`src/imhaq_pkg.sv`:
```
// shared types and constants of the indexed max-heap affinity queue
package imhaq_pkg;

  localparam int unsigned ROWS      = 1024;
  localparam int unsigned IDX_W     = $clog2(ROWS);
  localparam int unsigned CNT_W     = IDX_W + 1;
  localparam int unsigned AFF_W     = 16;
  localparam int unsigned ROW_CNT_W = 11;

  typedef enum logic [1:0] {
    OP_INIT = 2'd0,
    OP_INC  = 2'd1,
    OP_DEC  = 2'd2,
    OP_POP  = 2'd3
  } op_e;

  typedef enum logic [1:0] {
    ST_OK    = 2'd0,
    ST_EMPTY = 2'd1,
    ST_NOTQ  = 2'd2,
    ST_SAT   = 2'd3
  } status_e;

  typedef enum logic [4:0] {
    CMD_NONE,
    CMD_CLEAR,
    CMD_START,
    CMD_INIT_WR,
    CMD_INIT_END,
    CMD_RD_MAP,
    CMD_RD_SLOT,
    CMD_LOAD_ITEM,
    CMD_RD_ROOT,
    CMD_POP_TAKE,
    CMD_POP_LOAD,
    CMD_RD_PARENT,
    CMD_RD_LEFT,
    CMD_RD_RIGHT,
    CMD_WR_ITEM,
    CMD_WR_UP,
    CMD_WR_DOWN,
    CMD_FINISH
  } dp_cmd_e;

  typedef struct packed {
    dp_cmd_e code;
    logic    st_we;
    status_e st;
  } dp_cmd_t;

  typedef struct packed {
    op_e  op;
    logic clr_done;
    logic init_done;
    logic hit;
    logic sat;
    logic cnt_zero;
    logic s_zero;
    logic leaf;
    logic up_go;
    logic down_go;
  } dp_sts_t;

endpackage

```
`src/imhaq_ctrl.sv`:
```
// sequencer of the heap operations
module imhaq_ctrl import imhaq_pkg::*; (
  input  logic    clk_i,
  input  logic    rst_ni,
  input  logic    in_valid_i,
  output logic    in_ready_o,
  output logic    out_valid_o,
  input  logic    out_ready_i,
  input  dp_sts_t sts_i,
  output dp_cmd_t cmd_o
);

  typedef enum logic [3:0] {
    S_CLEAR, S_IDLE, S_DISPATCH, S_INIT, S_RDSLOT, S_CHECK, S_POPTAKE, S_POPLOAD,
    S_UP, S_UPCMP, S_DOWN, S_DNR, S_DNCMP, S_FIN
  } state_e;

  state_e state_q, state_d;
  logic   out_valid_q, out_valid_d;

  always_comb begin
    state_d     = state_q;
    out_valid_d = out_valid_q && !out_ready_i;
    cmd_o       = '{code: CMD_NONE, st_we: 1'b0, st: ST_OK};
    unique case (state_q)
      S_CLEAR: begin
        // preset every row-to-slot map entry once after reset
        if (sts_i.clr_done) begin
          state_d = S_IDLE;
        end else begin
          cmd_o.code = CMD_CLEAR;
        end
      end
      S_IDLE: begin
        if (in_valid_i) begin
          cmd_o.code = CMD_START;
          state_d    = S_DISPATCH;
        end
      end
      S_DISPATCH: begin
        unique case (sts_i.op)
          OP_INIT: state_d = S_INIT;
          OP_INC, OP_DEC: begin
            cmd_o.code = CMD_RD_MAP;
            state_d    = S_RDSLOT;
          end
          OP_POP: begin
            if (sts_i.cnt_zero) begin
              cmd_o.st_we = 1'b1;
              cmd_o.st    = ST_EMPTY;
              state_d     = S_FIN;
            end else begin
              cmd_o.code = CMD_RD_ROOT;
              state_d    = S_POPTAKE;
            end
          end
          default: state_d = S_FIN;
        endcase
      end
      S_INIT: begin
        if (sts_i.init_done) begin
          cmd_o.code = CMD_INIT_END;
          state_d    = S_FIN;
        end else begin
          cmd_o.code = CMD_INIT_WR;
        end
      end
      S_RDSLOT: begin
        cmd_o.code = CMD_RD_SLOT;
        state_d    = S_CHECK;
      end
      S_CHECK: begin
        priority if (!sts_i.hit) begin
          cmd_o.st_we = 1'b1;
          cmd_o.st    = ST_NOTQ;
          state_d     = S_FIN;
        end else if (sts_i.sat) begin
          cmd_o.st_we = 1'b1;
          cmd_o.st    = ST_SAT;
          state_d     = S_FIN;
        end else begin
          cmd_o.code = CMD_LOAD_ITEM;
          state_d    = (sts_i.op == OP_INC) ? S_UP : S_DOWN;
        end
      end
      S_POPTAKE: begin
        cmd_o.code = CMD_POP_TAKE;
        state_d    = S_POPLOAD;
      end
      S_POPLOAD: begin
        if (sts_i.cnt_zero) begin
          state_d = S_FIN;
        end else begin
          cmd_o.code = CMD_POP_LOAD;
          state_d    = S_DOWN;
        end
      end
      S_UP: begin
        if (sts_i.s_zero) begin
          cmd_o.code = CMD_WR_ITEM;
          state_d    = S_FIN;
        end else begin
          cmd_o.code = CMD_RD_PARENT;
          state_d    = S_UPCMP;
        end
      end
      S_UPCMP: begin
        if (sts_i.up_go) begin
          cmd_o.code = CMD_WR_UP;
          state_d    = S_UP;
        end else begin
          cmd_o.code = CMD_WR_ITEM;
          state_d    = S_FIN;
        end
      end
      S_DOWN: begin
        if (sts_i.leaf) begin
          cmd_o.code = CMD_WR_ITEM;
          state_d    = S_FIN;
        end else begin
          cmd_o.code = CMD_RD_LEFT;
          state_d    = S_DNR;
        end
      end
      S_DNR: begin
        cmd_o.code = CMD_RD_RIGHT;
        state_d    = S_DNCMP;
      end
      S_DNCMP: begin
        if (sts_i.down_go) begin
          cmd_o.code = CMD_WR_DOWN;
          state_d    = S_DOWN;
        end else begin
          cmd_o.code = CMD_WR_ITEM;
          state_d    = S_FIN;
        end
      end
      S_FIN: begin
        // wait until the output word register is free
        if (!out_valid_q || out_ready_i) begin
          cmd_o.code  = CMD_FINISH;
          out_valid_d = 1'b1;
          state_d     = S_IDLE;
        end
      end
      default: state_d = S_IDLE;
    endcase
  end

  always_ff @(posedge clk_i or negedge rst_ni) begin
    if (!rst_ni) begin
      state_q     <= S_CLEAR;
      out_valid_q <= 1'b0;
    end else begin
      state_q     <= state_d;
      out_valid_q <= out_valid_d;
    end
  end

  assign in_ready_o  = (state_q == S_IDLE);
  assign out_valid_o = out_valid_q;

endmodule

```
`config.mk`:
```
export PLATFORM = sky130hd
export DESIGN_NAME = imhaq_ctrl
export DESIGN_NICKNAME = d
export VERILOG_FILES = /design/src/imhaq_pkg.sv /design/src/imhaq_ctrl.sv
export SDC_FILE = /design/constraint.sdc
export NUM_CORES = 1
export LEC_CHECK = 0
export BUFFER_PORTS_ARGS = -buffer_cell sky130_fd_sc_hd__buf_2
export CAP_MARGIN = 20
export CELL_PAD_IN_SITES_DETAIL_PLACEMENT = 0
export CELL_PAD_IN_SITES_GLOBAL_PLACEMENT = 1
export CORE_ASPECT_RATIO = 1.75
export CORE_MARGIN = 3
export CORE_UTILIZATION = 40
export DETAILED_ROUTE_END_ITERATION = 8
export PLACE_DENSITY = 0.84
export SLEW_MARGIN = 20
export SYNTH_ARGS = -nofsm -noshare
export SYNTH_HDL_FRONTEND = slang
export SYNTH_SLANG_ARGS = --single-unit
```
`constraint.sdc`:
```
create_clock -name clk_i -period 3.6 [get_ports clk_i]
set_clock_uncertainty 0.1 [all_clocks]
set_input_delay 0.36 -clock clk_i [delete_from_list [all_inputs] [get_ports clk_i]]
set_output_delay 0.36 -clock clk_i [all_outputs]
set_load 0.005 [all_outputs]
```
# Yosys cells after proc, flatten, opt, wreduce, memory -nomap -nowiden

Index checks and enable logic that the tools add are counted.

Word-level logic and storage cells: 66
Bits in registers: 5
Input bits: 15

Muxes and demuxes: 36
Reductions and logical operators: 8
Equal/unequal tests: 20

Operators with widths:

| cell                 | number |
|---|---|
| $pmux W5 S14         | 1 |
| $pmux W4 S14         | 1 |
| $mux W3              | 14 |
| $mux W4              | 8 |
| $eq A4 B4 Y1 const B | 6 |
| $eq A4 B3 Y1 const B | 4 |
| $pmux W4 S3          | 1 |
| $mux W5              | 2 |
| $eq A4 B2 Y1 const B | 2 |
| $ne A2 B2 Y1 const B | 4 |
| $pmux W4 S2          | 1 |
| $mux W2              | 3 |
| $pmux W3 S2          | 1 |
| $eq A2 B2 Y1 const B | 2 |
| $eq A4 B1 Y1 const B | 1 |
| $logic_not A4 Y1     | 1 |
| $mux W1              | 4 |
| $reduce_and A4 Y1    | 1 |
| $eq A2 B1 Y1 const B | 1 |
| $logic_not A1 Y1     | 2 |
| $logic_not A2 Y1     | 1 |
| $reduce_or A2 Y1     | 1 |
| $logic_and A1 B1 Y1  | 1 |
| $logic_or A1 B1 Y1   | 1 |

# Longest topological paths before layout

Gate-level depths: netlist of run 1.

Word-level depth: 5
Gate-level depth with buffers: 7

# Worst setup path before layout of run 1

Ideal clock, no wire load.

Kind: register to output
Start point: reg state_q[0]
End point: out cmd_o[6] in the netlist's numbering
Path buffers: 3
Path slack: 1.922 ns
Cell stages (with the launch flop): 7
Data arrival time: 1.218 ns
Cell sequence: dfrtp_1 -> buf_6 -> buf_8 -> buf_6 -> nor4b_1 -> a21oi_1 -> o21ai_1

RTL lines:

| what                   | line              | RTL |
|---|---|---|
| start, declared        | imhaq_ctrl.sv:18  | `state_e state_q, state_d;` |
| start signal, assigned | imhaq_ctrl.sv:155 | `state_q <= state_d;` |
| end, declared          | imhaq_ctrl.sv:10  | `output dp_cmd_t cmd_o` |

==> results of run 1 <==
per-layer routing:
metal,up-vias,part of all wire (%)
met5,-,0
met1,409,41
met2,39,51
met4,0,2.2
li1,472,-
met3,6,5.8
what timing repair did:
action / in CTS / in global routing
hold endpoints to repair: 5 / 0
hold buffers: 1 / 0
gates resized for setup: 0 / 0
placed cells by master, fill, tap and decap left out, types with 3 or more instances in the layout:
master    synthesis  layout
buf_2             0      24
nor2_1           12      12
nand2_1           9       9
inv_1             7       7
o21ai_0           7       7
nand3_1           6       6
nand2b_1          5       5
nor3_1            5       5
a21oi_1           5       5
o21ai_1           5       5
dfrtp_1           5       5
nand3b_1          3       3
o22ai_1           3       3
ha_1              3       3
clkbuf_4          0       3
worst reg2reg max path: cells and delay by family, from the launching register on:
family / cells / cell delay [ns]
compound gates: 3 / 0.48
simple gates: 2 / 0.45
flops: 1 / 0.89
state kept, by name (all words and copies together) (netlist names):
signal / cells
state_q: 4
out_valid_o: 1
cell families after synthesis:
logic type | Yosys count
AOI/OAI and AO/OA | 40
adders and majority gates | 3
buffers and inverters | 17
DFF | 5
and+or+nand+nor | 53
synth_stat cells, drive strengths merged (2+ instances only):
master  instances  area share, %
o21ai          13            7.4
a31oi           2            1.3
nor3            5            2.7
nand3           6            3.2
clkbuf          4            5.9
and2b           2            1.9
inv             7            2.8
nand3b          4            4.6
buf             6            7.7
ha              3            4.0
o21a            2            1.6
nor2           14            6.7
o31ai           2            3.1
nand2b          6            4.3
o21bai          2            1.6
nor4b           2            1.9
nand2           9            3.6
dfrtp           5             13
o311ai          2            2.7
o22ai           3            2.0
a21oi           5            2.7
metrics by stage:
stage	utilization [%]	setup slack [ns]	total power, mW
finish	46.15	1.027	0.7253
global route	46.15	0.8839	0.7975
CTS	46.15	1.061	0.7273
detailed placement	44.46	1.353	0.6537
global placement	44.46	1.350	0.6552
floorplan	-	1.922	0.6196
worst max-delay path by stage:
stage | end | slack, ns | cells after the start | start
floorplan | cmd_o[6] | 1.92 | 6 | state_q[0]$_DFFE_PN0P_
global placement | cmd_o[4] | 1.35 | 6 | state_q[2]$_DFFE_PN0P_
detailed placement | cmd_o[4] | 1.35 | 6 | state_q[3]$_DFFE_PN0P_
CTS | cmd_o[4] | 1.06 | 6 | state_q[3]$_DFFE_PN0P_
global route | cmd_o[4] | 0.88 | 6 | state_q[3]$_DFFE_PN0P_
finish | cmd_o[4] | 1.03 | 6 | state_q[3]$_DFFE_PN0P_
cell type report:
type,count,share of cell area (%)
Inverter,7,2.652
Multi-Input combinational cell,96,65.91
Sequential cell,5,12.63
Timing Repair Buffer,25,13.13
Clock buffer,4,2.652
Tap cell,24,3.030
report_power, final:
| group | switching (mW) | internal, mW | total (mW) |
|---|---|---|---|
| Clock | 0.0252 | 0.0421 | 0.0672 |
| Sequential | 0.129 | 0.0776 | 0.207 |
| Combinational | 0.221 | 0.230 | 0.451 |
| Total | 0.376 | 0.349 | 0.725 |
==> impl_metrics.ini, run 1 <==
[finish]
seqCellArea_um2 = 125.1
fillCellCount = 236
multi_input_area_um2 = 653.1
drive_gt1_share_pct = 29.20
instances_no_fill = 161
diodes = 0
areaGrowthSynthToFinish_pct = 6.452
final_area_um2 = 991.0
nets = 156

[synth]
synth_adder_area_share_pct = 4.032
ys_warn_count = 0
syn-cell-area_um2 = 930.9
ys_async_sr_fraction_pct = 100.0
ys_seq_elements = 5
synthDistinctLibCells = 44
synthMuxAreaShare_pct = 0
avgSynthCellArea_um2 = 7.889
synth_compound_area_share_pct = 32.12
synth_edf_count = 0
yosys.area_share.simple_pct = 34.01
synthFlopType = dfrtp_1
synth_nets = 136
syn_inst = 118
yosysSeqAreaShare_pct = 13.44
synth_top_family_by_area = simple AND/OR/NAND/NOR gates
synthXorXnorAreaFrac_pct = 0

[grt]
grtUsageMet3_pct = 3.377
grt.overflow.total = 0
grt_pass1_vias = 841
met2_usage_pct = 26.99
grt.busiest_layer = met2
use_met1_pct = 20.16
grt_max_degree = 29
antenna_found_initial = 0
grtUsageTotal_pct = 16.54
grt_first_pass_wirelength_mm = 3.877

[timing]
tns_ns = 0
post-route-period-util_pct = 71.47
hold_ws_ns = 0.3064
setup_viol = 0
rsz0062_at_grt = false
finalCriticalPeriod_ns = 2.573
max_freq_mhz = 388.7
worst_slew_pin_slew_ns = 0.8539
slew_viol_final = 0
slew_headroom_pct = 43.08
finalHoldViolCount = 0

[detailed_routing]
drtIter0Drc = 10
route.detailed.drc = 0
antenna_left = 0
drt_pass1_iterations = 4
vias = 926
viasPerCell = 5.752
wl_mm = 2.316
wire_per_inst_um = 14.39

[die]
die_w_um = 42.47
ios = 25
die_area_um2 = 2965
die_h_um = 69.82
start_util_pct = 43.36
design.core.area_um2 = 2147
num_rows = 22

[power_and_ir_drop]
irDropWorstVdd_mv = 0.3136
power_leakage_nw = 0.4672
p_per_area_nw_per_um2 = 731.9

[clock_tree]
root_buffer = clkbuf_4
numCtsBuffers = 3
cts_tree = done
clkTransAtPathRegs_ns = 0.05
htree_levels = 1
post_cts.repair.setup_buffers = 0
clkLatencyLatePin_ns = 0.25
cts.sinks = 5
cts_buffer_depth = 2

[placed_design]
hpwlAfterDp_mm = 1.741
place_area_um2 = 954.7
port_buffers = 24
gp_congestion = 0.8144
dp.cells = 156

[worst_setup_path]
path_buf_inv = 2
crit_slowest_cell = dfrtp_1
arrival_ns = 2.11
critPathTopFamily = flip-flops
start_kind = register
crit_path_max_fanout = 21
end_kind = primary output
reg2reg_depth = 5
r2r-start = state_q[0]$_DFFE_PN0P_
slowest_delay_ns = 0.82
cp.required_ns = 3.14
path_cells = nand2_1 -> inv_1 -> a32oi_1 -> o221a_1 -> o31ai_1 -> buf_2
r2r_end = state_q[2]$_DFFE_PN0P_
rrSetupSlack_ns = 1.54
setup.worst_path.class = register to primary output

[outcome]
status = completed

[worst_hold_path]
worstHoldStart = sts_i[8]
min_path_type = primary input to register
hold_end = state_q[0]$_DFFE_PN0P_
holdPathStages = 3

[run]
maxCapViolCount = 0
Power figures use the tool's default switching activity.
==> inputs of run 2 (changes only) <==
CORE_UTILIZATION = 37   (was 40)
PLACE_DENSITY = 0.79   (was 0.84)
clock period = 2.5 ns   (was 3.6 ns; I/O delays follow)
==> run 2 against run 1 <==
- routed wire length grew 13%
- global-route usage grew 0.69 points
- sequential power grew 15%
- sequential share of layout area shrank 0.71 points
- flip-flop and latch count is the same
- worst setup slack lost 0.72 ns
- combinational power grew 74%
- power grew 61%
- critical endpoint unchanged
==> impl_metrics.ini, run 2 (synthesized netlist as in run 1, its figures left out) <==
[timing]
slew_headroom_pct = 57.00
post-route-period-util_pct = 87.78
setup_viol = 0
finalHoldViolCount = 0
worst_slew_pin_slew_ns = 0.6449
slew_viol_final = 0
finalCriticalPeriod_ns = 2.195
max_freq_mhz = 455.7
tns_ns = 0
rsz0062_at_grt = false

[clock_tree]
numCtsBuffers = 3
cts.sinks = 5
hold_buffers = 1
root_buffer = clkbuf_8
clkLatencyLatePin_ns = 0.22
post_cts_resize_count = 0
cts_tree = done
htree_levels = 1
cts_buffer_depth = 2
clkTransAtPathRegs_ns = 0.04
post_cts.repair.setup_buffers = 0

[detailed_routing]
wl_mm = 2.613
viasPerCell = 6.000
wire_per_inst_um = 15.65
vias = 1002
drtIter0Drc = 35
antenna_left = 0
drt_pass1_iterations = 6
route.detailed.drc = 0

[worst_setup_path]
crit_slowest_cell = dfrtp_1
path_buf_inv = 2
crit_path_max_fanout = 16
critPathTopFamily = flip-flops
end_kind = primary output
setup.worst_path.class = register to primary output
start_kind = register
cp.required_ns = 2.15
path_cells = nand2_1 -> inv_1 -> a32oi_1 -> o221a_1 -> o31ai_1 -> buf_2
arrival_ns = 1.84
slowest_delay_ns = 0.68

[finish]
drive_gt1_share_pct = 32.39
largest_register_ffs = 4
layout_commonest_cell = buf_2
nets = 161
fin_util_pct = 45.03
diodes = 0
areaGrowthSynthToFinish_pct = 12.77
regMostFlops = state_q
final_cell_mix = buf_2 (24), nor2_1 (12), nand2_1 (9), inv_1 (7), o21ai_0 (7)

[die]
design.core.area_um2 = 2331
die_h_um = 72.36
die_w_um = 43.92
num_rows = 23
die_area_um2 = 3177
start_util_pct = 39.94
ios = 25

[grt]
grt.overflow.total = 0
grt_first_pass_wirelength_mm = 4.209
grt_pass1_vias = 888
grtUsageTotal_pct = 17.23
antenna_found_initial = 0
grt_max_degree = 22

[placed_design]
port_buffers = 24
hpwlAfterDp_mm = 2.050
gp_congestion = 0.8751

[power_and_ir_drop]
power_leakage_nw = 0.5029
irDropWorstVdd_mv = 0.4540
p_per_area_nw_per_um2 = 1115

[run]
maxCapViolCount = 0

[worst_hold_path]
min_path_type = primary input to asynchronous set/reset pin

[outcome]
status = completed
[run 2: stage by stage]
stage	setup WS [ns]	total power, mW	instances	instance area [µm²]	hold WS, ns
final	0.3054	1.170	167	1050	0.2679
after detailed placement	0.5723	1.014	162	993.5	-0.03353
after global placement	0.5818	1.011	162	993.5	-0.03654
after floorplan	0.9320	0.8922	118	930.9	-0.1456
after global routing	0.1338	1.263	167	1050	0.2728
after CTS	0.3389	1.172	167	1050	0.2671
[run 2: cell type report]
| type | instances | area [µm²] |
|---|---|---|
| multi-input combinational | 96 | 653.1 |
| sequential | 5 | 125.1 |
| timing repair buffer | 30 | 167.7 |
| clock inverter | 1 | 5.005 |
| tap | 25 | 31.28 |
| fill | 251 | 1281 |
| inverter | 7 | 26.28 |
| clock buffer | 3 | 41.29 |
[run 2: metal layers]
metal	vias to the layer above	track usage (%)	wire, µm
li1	477	-	-
met1	466	19.85	963
met2	53	29.87	1411
met3	6	3.970	172
met4	0	6.376	65
met5	-	0	0
[run 2: worst register-to-register path, stage by stage, from the launching register on]
cell and delay (ns):
dfrtp_1 0.74, nor3_1 0.16, o21ai_1 0.29, o221ai_2 0.17, nor3_1 0.23, a21oi_1 0.08
[run 2: report_power, final]
part / leakage [nW] / internal (mW) / total, mW / switching, mW
clock network: 0.0255 / 0.107 / 0.147 / 0.0402
registers: 0.0636 / 0.114 / 0.238 / 0.124
logic: 0.414 / 0.370 / 0.785 / 0.415
total: 0.503 / 0.590 / 1.17 / 0.580
[run 2: final timing paths]
| path | end | slack (ns) | depth (start not counted) | startpoint |
|---|---|---|---|---|
| worst min register to register | state_q[2]$_DFFE_PN0P_ | 0.65 | 3 | out_valid_o$_DFF_PN0_ |
| max in group asynchronous | state_q[0]$_DFFE_PN0P_ | 1.90 | 2 | rst_ni |
| worst min-delay path | state_q[2]$_DFFE_PN0P_ | 0.27 | 2 | rst_ni |
| worst max register to register | state_q[0]$_DFFE_PN0P_ | 0.59 | 5 | state_q[0]$_DFFE_PN0P_ |
| worst max-delay path | cmd_o[4] | 0.31 | 6 | state_q[3]$_DFFE_PN0P_ |
| min in group clk_i | state_q[0]$_DFFE_PN0P_ | 0.28 | 3 | sts_i[8] |
